## src/rtl/fss_pkg.sv

```systemverilog
// shared types, codes and helpers for the fasta stream splitter
package fss_pkg;

    // output channel codes
    localparam logic [1:0] CH_NAME  = 2'd0;
    localparam logic [1:0] CH_ANNOT = 2'd1;
    localparam logic [1:0] CH_SEQ   = 2'd2;
    localparam logic [1:0] CH_ERR   = 2'd3;

    // error codes
    localparam logic [1:0] ERR_NONE      = 2'd0;
    localparam logic [1:0] ERR_SEQ_FIRST = 2'd1;
    localparam logic [1:0] ERR_TWO_HDR   = 2'd2;

    // file phase codes
    localparam logic [1:0] PH_TOP = 2'd0;
    localparam logic [1:0] PH_HDR = 2'd1;
    localparam logic [1:0] PH_SEQ = 2'd2;

    // name phase codes
    localparam logic [1:0] NP_SKIP = 2'd0;
    localparam logic [1:0] NP_TAKE = 2'd1;
    localparam logic [1:0] NP_DONE = 2'd2;

    // characters
    localparam logic [7:0] CHR_GT    = 8'h3E;
    localparam logic [7:0] CHR_COLON = 8'h3A;
    localparam logic [7:0] CHR_COMMA = 8'h2C;
    localparam logic [7:0] CHR_NL    = 8'h0A;
    localparam logic [7:0] CHR_FF    = 8'h0C;
    localparam logic [7:0] CHR_SPACE = 8'h20;
    localparam logic [7:0] CHR_TAB   = 8'h09;
    localparam logic [7:0] CHR_CR    = 8'h0D;

    localparam logic [5:0] NAME_LIMIT_RESET = 6'd10;
    localparam int         MAX_RESULTS      = 3;

    typedef struct packed {
        logic [1:0] channel;
        logic [7:0] out_byte;
        logic [1:0] error_code;
        logic       last_result;
    } t_result;

    // all results caused by one input item
    typedef struct packed {
        t_result [MAX_RESULTS-1:0] res;
        logic [1:0]                count;
    } t_bundle;

    function automatic logic is_blank(input logic [7:0] b);
        is_blank = (b == CHR_SPACE) || ((b >= CHR_TAB) && (b <= CHR_CR));
    endfunction

    function automatic t_result make_result(input logic [1:0] ch, input logic [7:0] b,
                                            input logic [1:0] err);
        t_result r;
        r.channel     = ch;
        r.out_byte    = b;
        r.error_code  = err;
        r.last_result = 1'b0;
        make_result   = r;
    endfunction

endpackage

```

## src/rtl/fss_in_if.sv

```systemverilog
// input byte channel of the fasta stream splitter
interface fss_in_if;
    logic       valid;
    logic       ready;
    logic [7:0] data_byte;
    logic       end_marker;

    modport source (output valid, output data_byte, output end_marker, input ready);
    modport sink (input valid, input data_byte, input end_marker, output ready);
endinterface

```

## src/rtl/fss_out_if.sv

```systemverilog
// result channel of the fasta stream splitter
interface fss_out_if;
    logic       valid;
    logic       ready;
    logic [1:0] channel;
    logic [7:0] out_byte;
    logic [1:0] error_code;
    logic       last_result;

    modport source (output valid, output channel, output out_byte, output error_code,
                    output last_result, input ready);
    modport sink (input valid, input channel, input out_byte, input error_code,
                  input last_result, output ready);
endinterface

```

## src/rtl/fss_core.sv

```systemverilog
// parser state and per-byte classification, builds the results of one item
module fss_core (
    input  logic             i_clk,
    input  logic             i_rst_n,
    input  logic             i_cfg_we,
    input  logic [5:0]       i_cfg_data,
    input  logic             i_accept,
    input  logic [7:0]       i_data_byte,
    input  logic             i_end_marker,
    output fss_pkg::t_bundle o_bundle
);

    logic [5:0] r_name_limit;
    logic [1:0] r_file_phase, n_file_phase;
    logic       r_at_line_start, n_at_line_start;
    logic       r_line_is_header, n_line_is_header;
    logic [1:0] r_name_phase, n_name_phase;
    logic [5:0] r_name_count, n_name_count;
    logic       r_sequence_open, n_sequence_open;
    logic       r_halted, n_halted;

    fss_pkg::t_bundle w_bundle;

    always_comb begin
        logic [1:0] cnt;
        logic [1:0] np;
        logic [7:0] b;
        n_file_phase     = r_file_phase;
        n_at_line_start  = r_at_line_start;
        n_line_is_header = r_line_is_header;
        n_name_phase     = r_name_phase;
        n_name_count     = r_name_count;
        n_sequence_open  = r_sequence_open;
        n_halted         = r_halted;
        w_bundle         = '0;
        cnt              = 2'd0;
        np               = r_name_phase;
        b                = i_data_byte;
        if (!r_halted) begin
            if (i_end_marker) begin
                if (!r_at_line_start && r_line_is_header) begin
                    w_bundle.res[0] = fss_pkg::make_result(fss_pkg::CH_NAME,
                                                           fss_pkg::CHR_NL, fss_pkg::ERR_NONE);
                    w_bundle.res[1] = fss_pkg::make_result(fss_pkg::CH_ANNOT,
                                                           fss_pkg::CHR_NL, fss_pkg::ERR_NONE);
                    w_bundle.res[2] = fss_pkg::make_result(fss_pkg::CH_ANNOT,
                                                           fss_pkg::CHR_FF, fss_pkg::ERR_NONE);
                    cnt = 2'd3;
                end else if (r_sequence_open) begin
                    // a header line in progress cannot coexist with an open sequence
                    w_bundle.res[0] = fss_pkg::make_result(fss_pkg::CH_SEQ,
                                                           fss_pkg::CHR_NL, fss_pkg::ERR_NONE);
                    cnt = 2'd1;
                end
                n_file_phase     = fss_pkg::PH_TOP;
                n_at_line_start  = 1'b1;
                n_line_is_header = 1'b0;
                n_name_phase     = fss_pkg::NP_SKIP;
                n_name_count     = 6'd0;
                n_sequence_open  = 1'b0;
            end else if (r_at_line_start) begin
                if (b == fss_pkg::CHR_GT) begin
                    if (r_file_phase == fss_pkg::PH_HDR) begin
                        w_bundle.res[0] = fss_pkg::make_result(fss_pkg::CH_ERR, 8'd0,
                                                               fss_pkg::ERR_TWO_HDR);
                        cnt      = 2'd1;
                        n_halted = 1'b1;
                    end else begin
                        n_file_phase = fss_pkg::PH_HDR;
                        if (r_sequence_open) begin
                            w_bundle.res[0] = fss_pkg::make_result(fss_pkg::CH_SEQ,
                                                    fss_pkg::CHR_NL, fss_pkg::ERR_NONE);
                            w_bundle.res[1] = fss_pkg::make_result(fss_pkg::CH_ANNOT, b,
                                                                   fss_pkg::ERR_NONE);
                            cnt = 2'd2;
                        end else begin
                            w_bundle.res[0] = fss_pkg::make_result(fss_pkg::CH_ANNOT, b,
                                                                   fss_pkg::ERR_NONE);
                            cnt = 2'd1;
                        end
                        n_sequence_open  = 1'b0;
                        n_line_is_header = 1'b1;
                        n_name_phase     = fss_pkg::NP_SKIP;
                        n_name_count     = 6'd0;
                        n_at_line_start  = 1'b0;
                    end
                end else if (r_file_phase == fss_pkg::PH_TOP) begin
                    w_bundle.res[0] = fss_pkg::make_result(fss_pkg::CH_ERR, 8'd0,
                                                           fss_pkg::ERR_SEQ_FIRST);
                    cnt      = 2'd1;
                    n_halted = 1'b1;
                end else begin
                    n_file_phase     = fss_pkg::PH_SEQ;
                    n_sequence_open  = 1'b1;
                    n_line_is_header = 1'b0;
                    if (b != fss_pkg::CHR_NL) begin
                        n_at_line_start = 1'b0;
                        if (!fss_pkg::is_blank(b)) begin
                            w_bundle.res[0] = fss_pkg::make_result(fss_pkg::CH_SEQ, b,
                                                                   fss_pkg::ERR_NONE);
                            cnt = 2'd1;
                        end
                    end
                end
            end else if (r_line_is_header) begin
                if (b == fss_pkg::CHR_NL) begin
                    w_bundle.res[0] = fss_pkg::make_result(fss_pkg::CH_NAME,
                                                           fss_pkg::CHR_NL, fss_pkg::ERR_NONE);
                    w_bundle.res[1] = fss_pkg::make_result(fss_pkg::CH_ANNOT,
                                                           fss_pkg::CHR_NL, fss_pkg::ERR_NONE);
                    w_bundle.res[2] = fss_pkg::make_result(fss_pkg::CH_ANNOT,
                                                           fss_pkg::CHR_FF, fss_pkg::ERR_NONE);
                    cnt              = 2'd3;
                    n_at_line_start  = 1'b1;
                    n_line_is_header = 1'b0;
                end else begin
                    w_bundle.res[0] = fss_pkg::make_result(fss_pkg::CH_ANNOT, b,
                                                           fss_pkg::ERR_NONE);
                    cnt = 2'd1;
                    if (np == fss_pkg::NP_SKIP && !fss_pkg::is_blank(b)) begin
                        np = fss_pkg::NP_TAKE;
                    end
                    if (np == fss_pkg::NP_TAKE) begin
                        if ((r_name_count < r_name_limit) && !fss_pkg::is_blank(b)
                            && (b != fss_pkg::CHR_COLON) && (b != fss_pkg::CHR_COMMA)) begin
                            w_bundle.res[1] = fss_pkg::make_result(fss_pkg::CH_NAME, b,
                                                                   fss_pkg::ERR_NONE);
                            cnt          = 2'd2;
                            n_name_count = r_name_count + 6'd1;
                        end else begin
                            np = fss_pkg::NP_DONE;
                        end
                    end
                    n_name_phase = np;
                end
            end else begin
                if (b == fss_pkg::CHR_NL) begin
                    n_at_line_start = 1'b1;
                end else if (!fss_pkg::is_blank(b)) begin
                    w_bundle.res[0] = fss_pkg::make_result(fss_pkg::CH_SEQ, b,
                                                           fss_pkg::ERR_NONE);
                    cnt = 2'd1;
                end
            end
        end
        w_bundle.count = cnt;
        for (int k = 0; k < fss_pkg::MAX_RESULTS; k++) begin
            w_bundle.res[k].last_result = (cnt != 2'd0) && (2'(k) == cnt - 2'd1);
        end
    end

    assign o_bundle = w_bundle;

    always_ff @(posedge i_clk) begin
        if (!i_rst_n) begin
            r_name_limit     <= fss_pkg::NAME_LIMIT_RESET;
            r_file_phase     <= fss_pkg::PH_TOP;
            r_at_line_start  <= 1'b1;
            r_line_is_header <= 1'b0;
            r_name_phase     <= fss_pkg::NP_SKIP;
            r_name_count     <= 6'd0;
            r_sequence_open  <= 1'b0;
            r_halted         <= 1'b0;
        end else begin
            if (i_cfg_we) begin
                r_name_limit <= i_cfg_data;
            end
            if (i_accept) begin
                r_file_phase     <= n_file_phase;
                r_at_line_start  <= n_at_line_start;
                r_line_is_header <= n_line_is_header;
                r_name_phase     <= n_name_phase;
                r_name_count     <= n_name_count;
                r_sequence_open  <= n_sequence_open;
                r_halted         <= n_halted;
            end
        end
    end

    // once halted, only reset brings the parser back
    a_halt_sticky: assert property (@(posedge i_clk) disable iff (!i_rst_n)
        r_halted |=> r_halted)
        else $error("halt flag dropped without reset");

    a_halt_silent: assert property (@(posedge i_clk) disable iff (!i_rst_n)
        r_halted |-> (w_bundle.count == 2'd0))
        else $error("results produced while halted");

    a_err_alone: assert property (@(posedge i_clk) disable iff (!i_rst_n)
        (w_bundle.count != 2'd0 && w_bundle.res[0].channel == fss_pkg::CH_ERR)
        |-> (w_bundle.count == 2'd1 && n_halted))
        else $error("error report not alone or did not halt");

    // the name counter never runs past the configured limit within a header
    a_name_bound: assert property (@(posedge i_clk) disable iff (!i_rst_n)
        (i_accept && n_name_count != r_name_count && n_name_count != 6'd0)
        |-> (r_name_count < r_name_limit))
        else $error("name counter stepped past limit");

endmodule

```

## src/rtl/fss_out.sv

```systemverilog
// result buffer that drains the results of one item, one transaction per cycle while the sink is ready
module fss_out (
    input  logic             i_clk,
    input  logic             i_rst_n,
    input  logic             i_load,
    input  fss_pkg::t_bundle i_bundle,
    output logic             o_load_ready,
    fss_out_if.source        o_out
);

    fss_pkg::t_bundle r_buf;
    logic [1:0]       r_idx;
    logic [1:0]       r_cnt;
    logic             w_take;
    fss_pkg::t_result w_cur;

    assign w_cur        = r_buf.res[r_idx];
    assign w_take       = o_out.valid && o_out.ready;
    assign o_load_ready = (r_cnt == 2'd0) || ((r_cnt == 2'd1) && o_out.ready);

    assign o_out.valid       = (r_cnt != 2'd0);
    assign o_out.channel     = w_cur.channel;
    assign o_out.out_byte    = w_cur.out_byte;
    assign o_out.error_code  = w_cur.error_code;
    assign o_out.last_result = w_cur.last_result;

    always_ff @(posedge i_clk) begin
        if (!i_rst_n) begin
            r_idx <= 2'd0;
            r_cnt <= 2'd0;
        end else if (i_load && i_bundle.count != 2'd0) begin
            r_idx <= 2'd0;
            r_cnt <= i_bundle.count;
        end else if (w_take) begin
            r_idx <= r_idx + 2'd1;
            r_cnt <= r_cnt - 2'd1;
        end
    end

    always_ff @(posedge i_clk) begin
        if (i_load && i_bundle.count != 2'd0) begin
            r_buf <= i_bundle;
        end
    end

    a_idx_range: assert property (@(posedge i_clk) disable iff (!i_rst_n)
        (r_cnt != 2'd0) |-> (({1'b0, r_idx} + {1'b0, r_cnt}) <= 3'd3))
        else $error("result index out of range");

    a_last_marks_end: assert property (@(posedge i_clk) disable iff (!i_rst_n)
        o_out.valid |-> (o_out.last_result == (r_cnt == 2'd1)))
        else $error("last_result does not match remaining count");

    a_no_overwrite: assert property (@(posedge i_clk) disable iff (!i_rst_n)
        (o_out.valid && !o_out.ready) |=> (o_out.valid && $stable(r_idx)))
        else $error("pending result lost while stalled");

endmodule

```

## src/rtl/fasta_stream_splitter.sv

```systemverilog
// top level of the fasta stream splitter: parser core and result buffer
// the first result of an item is registered in the result buffer and offered in the cycle after its transaction
// throughput: one item per cycle while each item yields at most one result and the sink is ready;
//   an item with k results holds off the next item until its last result leaves through the single result port
// items that yield no result never stall the input unless the buffer is still draining
// reset (synchronous, active low) clears parser state and halt, name_limit returns to 10
module fasta_stream_splitter (
    input  logic       i_clk,
    input  logic       i_rst_n,
    input  logic       i_cfg_we,
    input  logic [5:0] i_cfg_data,
    fss_in_if.sink     i_in,
    fss_out_if.source  o_out
);

    fss_pkg::t_bundle w_bundle;
    logic             w_load_ready;
    logic             w_accept;

    assign i_in.ready = w_load_ready;
    assign w_accept   = i_in.valid && w_load_ready;

    fss_core u_core (
        .i_clk        (i_clk),
        .i_rst_n      (i_rst_n),
        .i_cfg_we     (i_cfg_we),
        .i_cfg_data   (i_cfg_data),
        .i_accept     (w_accept),
        .i_data_byte  (i_in.data_byte),
        .i_end_marker (i_in.end_marker),
        .o_bundle     (w_bundle)
    );

    fss_out u_out (
        .i_clk        (i_clk),
        .i_rst_n      (i_rst_n),
        .i_load       (w_accept),
        .i_bundle     (w_bundle),
        .o_load_ready (w_load_ready),
        .o_out        (o_out)
    );

endmodule

```

## src/flat_wrapper.sv

```systemverilog
// flat-port wrapper written by rule: the top's interface ports become plain ports
module fasta_stream_splitter_flat 
  (i_clk, i_rst_n, i_cfg_we, i_cfg_data, i_in_valid, i_in_data_byte, i_in_end_marker, i_in_ready, o_out_valid, o_out_channel, o_out_out_byte, o_out_error_code, o_out_last_result, o_out_ready);
  fss_in_if i_in_i ();
  fss_out_if o_out_i ();
  input  logic i_clk;
  input  logic i_rst_n;
  input  logic i_cfg_we;
  input  logic [5:0] i_cfg_data;
  input wire logic [$bits(i_in_i.valid)-1:0] i_in_valid;
  input wire logic [$bits(i_in_i.data_byte)-1:0] i_in_data_byte;
  input wire logic [$bits(i_in_i.end_marker)-1:0] i_in_end_marker;
  output wire logic [$bits(i_in_i.ready)-1:0] i_in_ready;
  output wire logic [$bits(o_out_i.valid)-1:0] o_out_valid;
  output wire logic [$bits(o_out_i.channel)-1:0] o_out_channel;
  output wire logic [$bits(o_out_i.out_byte)-1:0] o_out_out_byte;
  output wire logic [$bits(o_out_i.error_code)-1:0] o_out_error_code;
  output wire logic [$bits(o_out_i.last_result)-1:0] o_out_last_result;
  input wire logic [$bits(o_out_i.ready)-1:0] o_out_ready;
  assign i_in_i.valid = i_in_valid;
  assign i_in_i.data_byte = i_in_data_byte;
  assign i_in_i.end_marker = i_in_end_marker;
  assign i_in_ready = i_in_i.ready;
  assign o_out_valid = o_out_i.valid;
  assign o_out_channel = o_out_i.channel;
  assign o_out_out_byte = o_out_i.out_byte;
  assign o_out_error_code = o_out_i.error_code;
  assign o_out_last_result = o_out_i.last_result;
  assign o_out_i.ready = o_out_ready;
  fasta_stream_splitter u_core (.i_clk(i_clk), .i_rst_n(i_rst_n), .i_cfg_we(i_cfg_we), .i_cfg_data(i_cfg_data), .i_in(i_in_i), .o_out(o_out_i));
endmodule
```

## config.mk

```make
export PLATFORM = sky130hd
export DESIGN_NAME = fasta_stream_splitter_flat
export DESIGN_NICKNAME = d
export VERILOG_FILES = /design/src/rtl/fss_pkg.sv /design/src/rtl/fss_in_if.sv /design/src/rtl/fss_out_if.sv /design/src/rtl/fss_core.sv /design/src/rtl/fss_out.sv /design/src/rtl/fasta_stream_splitter.sv /design/src/flat_wrapper.sv
export SDC_FILE = /design/constraint.sdc
export NUM_CORES = 1
export LEC_CHECK = 0
export BUFFER_PORTS_ARGS = -buffer_cell sky130_fd_sc_hd__buf_2
export CORE_MARGIN = 2
export CORE_UTILIZATION = 37
export DETAILED_ROUTE_END_ITERATION = 10
export SLEW_MARGIN = 10
export SYNTH_ARGS = -nofsm -noshare
export SYNTH_HDL_FRONTEND = slang
export SYNTH_SLANG_ARGS = --single-unit
```

## constraint.sdc

```tcl
create_clock -name i_clk -period 4.1 [get_ports i_clk]
set_input_delay 0.615 -clock i_clk [delete_from_list [all_inputs] [get_ports i_clk]]
set_output_delay 0.615 -clock i_clk [all_outputs]
set_load 0.05 [all_outputs]
```

# After elaboration in Yosys (flattened, before gate mapping)
# Cells that the tools add are included.
# Widths: inputs -> output; s select.
totals:
  out_inout_bits: 15
  romBits: 0
  mem_count: 0
  ff_bits: 63
  elab_cells: 177
  ram_bits: 0
  latch_bits: 0
op_classes:
  magnitude_cmp: 4
  n_div: 0
  bitwise_logic: 2
  shift: 0
  mul: 0
  n_eq_ne: 18
  reduce_logical: 34
  n_mux: 93
  add_sub_neg: 4
op_table:
  columns: ["op", "count"]
  rows:
  - ["$mux 13", 14]
  - ["$mux 2", 33]
  - ["$mux 26", 2]
  - ["$mux 25", 2]
  - ["$mux 6", 8]
  - ["$mux 39", 1]
  - ["$mux 1", 28]
  - ["$bmux 13 s2", 1]
  - ["$mux 12", 2]
  - ["$mux 11", 2]
  - ["$eq 8x6->1 const B", 2]
  - ["$ne 8x6->1 const B", 2]
  - ["$logic_and 1x1->1", 13]
  - ["$ne 3x3->1 const B", 4]
  - ["$reduce_bool 3->1", 3]
  - ["$eq 8x4->1 const B", 1]
  - ["$ge 8x4->1 const B", 1]
  - ["$le 8x4->1 const B", 1]
  - ["$logic_not 2->1", 4]
  - ["$ne 4x4->1 const B", 2]
  - ["$ne 8x4->1 const B", 1]
  - ["$reduce_and 8->1", 1]
  - ["$reduce_bool 2->1", 4]
  - ["$add 6x1->6 const B", 1]
  - ["other kinds (16)", 22]

# Logic depth before layout (Yosys ltp)
depth:
  word_depth: 21
  ltp_mapped: 8

# By module
# A second synthesis with hierarchy kept.
hier_totals:
  hier_cells: 325
  area_unflattened_um2: 3415.8
modules_own_cells:
  columns: ["module", "seq_area_each_um2", "cells_each", "area_per_inst_um2", "n_inst"]
  rows:
  - ["fss_out", 1251.2, 110, 1707.9, 1]
  - ["fss_core", 380.4, 214, 1701.6, 1]
  - ["fasta_stream_splitter", 0.0, 1, 6.3, 1]

# Least setup slack after synthesis
# Ideal clock, no wire load.
synth_timing:
  path_kind: "in2reg"
  from: "input port i_in_data_byte[4]"
  to: "register u_core.u_out.r_buf[10] (netlist bit) (enable)"
  stages: 6
  arrival_time_ns: 3.245
  slack_ns: 0.440
  path_buffers: 0
  required_ns: 3.685
  setup_ns: 0.415
  path_cell_list: "or3_4 > or4_4 > nand2_2 > o41a_2 > nand3_1 > a21oi_1"
synth_between:
  elab_chain_len: 20
  elab_cells_between_ends: 36
  cone_classes: "order compare: 2; eq/ne: 7; mux: 18; reduce/logical: 9"
synth_lines:
  columns: ["element", "line", "source"]
  rows:
  - ["from (decl)", "flat_wrapper.sv:11", "input wire logic [$bits(i_in_i.data_byte)-1:0] i_in_data_byte;"]
  - ["$ge 8x4->1 or $le 8x4->1 (tied branches)", "fss_pkg.sv:52", "is_blank = (b == CHR_SPACE) || ((b >= CHR_TAB) && (b <= CHR_CR));"]
  - ["$logic_and 1x1->1", "fss_pkg.sv:52", null]
  - ["$logic_or 1x1->1", "fss_pkg.sv:52", null]
  - ["$logic_not 1->1", null, null]
  - ["$logic_and 1x1->1", "fss_core.sv:120", "if (np == fss_pkg::NP_SKIP && !fss_pkg::is_blank(b)) begin"]
  - ["$mux 2", "fss_core.sv:120", null]
  - ["$mux 2", "fss_core.sv:106", "if (b == fss_pkg::CHR_NL) begin"]
  - ["$mux 2", "fss_core.sv:105", "end else if (r_line_is_header) begin"]
  - ["[4 not listed]", null, null]
  - ["$mux 2", "fss_core.sv:123", "if (np == fss_pkg::NP_TAKE) begin"]
  - ["$mux 2", "fss_core.sv:106", null]
  - ["$mux 2", "fss_core.sv:105", null]
  - ["$mux 2 *", "fss_core.sv:61", "end else if (r_at_line_start) begin"]
  - ["$mux 2 *", "fss_core.sv:40", "if (i_end_marker) begin"]
  - ["$mux 2 *", "fss_core.sv:39", "if (!r_halted) begin"]
  - ["$reduce_bool 2->1 *", "fss_out.sv:41", "if (i_load && i_bundle.count != 2'd0) begin"]
  - ["$logic_and 1x1->1 *", "fss_out.sv:41", null]
  - ["to (signal assigned)", "fss_out.sv:42", "r_buf <= i_bundle;"]
  - ["to (decl)", "fss_out.sv:11", "fss_pkg::t_bundle r_buf;"]
# Every way passes the cells marked *; elsewhere a longest branch is shown, timed or not. The select of a mux whose other input is x is not followed.
# A chain may end at the register's enable or synchronous reset.

# Worst setup path in the final report
layout_timing:
  from: "input port i_in_data_byte[4]"
  to: "register u_core.u_out.r_buf[19] (netlist bit) (enable)"
# The elaborated chain is that of the path after synthesis.

==> impl_metrics.env <==
export IMPL_final_antenna_net_count=0
export IMPL_synth_edf_count=25
export IMPL_yosys_area_share_simple=0.2311
export IMPL_hold_viol=0
export IMPL_dr_wl_met3_um=270
export IMPL_clk_latency_ps=310
export IMPL_r2r_end="u_core.u_out.r_buf[19]"
export IMPL_async_reset_ff_frac=0
export IMPL_worstSetupEndpointType="register"
export IMPL_grt_first_pass_wirelength_um=10200
export IMPL_grt_pass1_vias=2113
export IMPL_arrival_ps=2700
export IMPL_cts_tree="done"
export IMPL_grtUsageTotal=0.1525
export IMPL_worst_slew_pin_slew_ps=649.3
export IMPL_fp_row_count=31
export IMPL_drc_errors=0
export IMPL_clk_pin_slew_ps=90
export IMPL_seq_area_frac_synth=0.4386
export IMPL_fin_tns_setup_ps=0
export IMPL_die_h_um=90.39
export IMPL_outcome="finished, final reports clean"
export IMPL_setup_viol=0
export IMPL_synthMuxAreaShare=0.06253
export IMPL_multi_input_area_mm2=0.001461
export IMPL_p_leak_nw=1.191
export IMPL_synth_avg_cell_area_um2=9.689
export IMPL_area_delta_synth_final_pct=12.55
export IMPL_cts_resized_gates=0
export IMPL_fillers=704
export IMPL_routed_wl_met2_um=2862
export IMPL_diodes=0
export IMPL_vias=2187
export IMPL_hold_buffers=0
export IMPL_fmax_mhz=368.1
export IMPL_ys_types=61
export IMPL_grt_max_degree=26
export IMPL_wl_per_cell_um=14.40
export IMPL_core_area_mm2=0.007253
export IMPL_cts_root_buf="clkbuf_8"
export IMPL_cts_max_level=2
export IMPL_drt_iter0_markers=139
export IMPL_syn_inst=285
export IMPL_cp_required_ps=4080
export IMPL_synth_top_family_by_area="simple AND/OR/NAND/NOR gates"
export IMPL_holdWs_ps=455.5
export IMPL_start_kind="input pin"
export IMPL_startpoint="i_in_data_byte[4]"
export IMPL_rsz0062_at_grt="false"
export IMPL_pin_count=35
export IMPL_drt_wl_total_um=5990
export IMPL_powerDensity_mw_per_mm2=460.7
export IMPL_dp_hpwl_um=4448
export IMPL_post_cts_setup_buffer_count=0
export IMPL_rrSetupSlack_ps=1500
export IMPL_antenna_found_initial=0
export IMPL_period_needed_ps=2716
export IMPL_dr_pass1_iters=4
export IMPL_slew_headroom=0.5610
export IMPL_maxCapViolCount=0
export IMPL_synth_flop_cell="edfxtp_1"
export IMPL_routed_top_layer="met4"
export IMPL_path_max_fanout=25
export IMPL_wl_met1_um=2731
export IMPL_cts_made_buffers=5
export IMPL_layout_drive_gt1_share=0.1924
export IMPL_placed_area_mm2=0.003023
export IMPL_overflow=0
export IMPL_synth_compound_area_share=0.1885
export IMPL_worstSetupPathType="in -> reg"
export IMPL_dieWidth_um=90.39
export IMPL_crit_end="u_core.u_out.r_buf[19]"
export IMPL_worst_ir_drop_vdd_uv=150.7
export IMPL_synth_nets=313
export IMPL_hp_class="reg -> reg"
export IMPL_viasPerCell=5.257
export IMPL_syn_area_mm2=0.002761
export IMPL_routabilityCongestion=0.8827
export IMPL_ys_warn_count=0
export IMPL_finalClockSkew_ps=7.650
export IMPL_postLayoutCellArea_mm2=0.003108
export IMPL_start_util=0.3807
export IMPL_min_period_over_period=0.6626
export IMPL_drv_slew=0
export IMPL_seq_area_mm2=0.001211
export IMPL_r2r_worst_path_cells=9
export IMPL_reg2reg_from="u_core.u_core.r_name_limit[3]"
export IMPL_synth_fa_ha_area_frac=0.03625
export IMPL_clock_sinks=48
export IMPL_ctsLongestPathBuffers=2
export IMPL_io_buffers=34
export IMPL_fin_nets=344
export IMPL_ys_ff_latch=48
export IMPL_die_area_mm2=0.008170
export IMPL_synth_xor_area_frac=0.009515
-- how the worst min path moves through the flow --
stage / slack [ps] / depth (start not counted) / to / from
after floorplan: 420 / 1 / u_core.u_core.r_name_phase[0] / u_core.u_core.r_name_phase[0]
after global placement: 430 / 1 / u_core.u_core.r_name_phase[0] / u_core.u_core.r_name_phase[0]
after detailed placement: 440 / 1 / u_core.u_core.r_name_phase[0] / u_core.u_core.r_name_phase[0]
after CTS: 460 / 1 / u_core.u_core.r_name_phase[0] / u_core.u_core.r_name_phase[0]
after global routing: 490 / 1 / u_core.u_core.r_name_phase[0] / u_core.u_core.r_name_phase[0]
final: 460 / 1 / u_core.u_core.r_name_phase[0] / u_core.u_core.r_name_phase[0]
-- cells by family after synthesis --
kind of cell | Yosys count
flops | 48
compound gates | 72
buf+inv | 24
simple gates | 113
fa+ha+maj | 8
xor+xnor | 3
mux | 17
-- synth_stat cells, types with 6 or more instances --
| master | instances | area, µm² |
|---|---|---|
| o21ai_0 | 14 | 70.07 |
| inv_1 | 13 | 48.80 |
| nand2_1 | 23 | 86.33 |
| edfxtp_1 | 25 | 750.7 |
| nor2_1 | 21 | 78.83 |
| and2_1 | 16 | 100.1 |
| mux2i_1 | 15 | 150.1 |
| clkbuf_1 | 7 | 26.28 |
| nand3_1 | 7 | 35.03 |
| a21o_1 | 6 | 45.04 |
| dfxtp_1 | 23 | 460.4 |
| nor3_1 | 6 | 30.03 |
| a21oi_1 | 18 | 90.09 |
| ha_1 | 8 | 100.1 |
-- per-layer routing --
| metal | GRT usage | vias to the layer above |
|---|---|---|
| met4 | 0.05513 | 0 |
| met2 | 0.2462 | 59 |
| met5 | 0 | - |
| li1 | - | 1106 |
| met1 | 0.2038 | 1009 |
| met3 | 0.03005 | 13 |
-- through the flow --
step	total power [mW]	cells	util	setup slack, ps
after floorplan	1.044	285	-	440.0
after global placement	1.161	408	0.4168	1115
after detailed placement	1.169	408	0.4168	1088
after CTS	1.446	416	0.4285	1415
after global routing	1.515	416	0.4285	1269
final	1.432	416	0.4285	1384
-- worst max-delay path, cell delays in order --
cell	delay (ps)
buf_2	140
or3_4	430
or4_4	500
nand2_2	190
o41a_2	210
nand3_1	130
a21oi_2	160
buf_4	310
-- layout make-up --
class	count	area share
multi-input combinational	213	0.4702
sequential	48	0.3897
timing repair buffer	35	0.05717
tap	99	0.03986
clock buffer	6	0.02335
inverter	13	0.01570
clock inverter	2	0.004026
-- power by group --
part / internal [mW] / switching [mW]
Sequential: 0.579 / 0.0499
Combinational: 0.155 / 0.370
Clock: 0.119 / 0.158
-- placed cells by master (no fill, tap or decap), types with 2 or more instances in the layout --
master	Yosys	final
or2_2	3	3
o31a_1	2	2
nor2b_1	5	5
o211ai_1	3	3
nand2b_1	5	5
mux2i_1	15	15
a21o_1	6	6
o21a_1	2	2
a22o_1	2	2
ha_1	8	8
nor4_1	3	3
nand4_1	3	3
and2_1	16	16
nand2_1	23	23
or3_1	3	3
nor3b_1	2	2
a21boi_0	2	2
a211oi_1	2	2
nand3_1	7	7
o21ai_0	14	14
clkbuf_8	0	5
nor4b_1	4	4
xnor2_1	3	3
a21boi_1	2	2
and3b_1	2	2
dfxtp_1	23	23
buf_2	2	34
edfxtp_1	25	25
nor3_1	6	6
inv_1	13	13
o2bb2ai_1	2	2
a21oi_1	18	17
nor2_1	21	21
o22ai_1	3	3
-- state kept, by name, summed over array words and instances, names as in the netlist --
register / flops
u_core.u_out.r_buf: 25
u_core.u_core.r_name_count: 6
u_core.u_core.r_name_limit: 6
u_core.u_core.r_file_phase: 2
u_core.u_core.r_name_phase: 2
u_core.u_out.r_cnt: 2
u_core.u_out.r_idx: 2
u_core.u_core.r_at_line_start: 1
u_core.u_core.r_halted: 1
u_core.u_core.r_line_is_header: 1
Power figures use the tool's default switching activity.
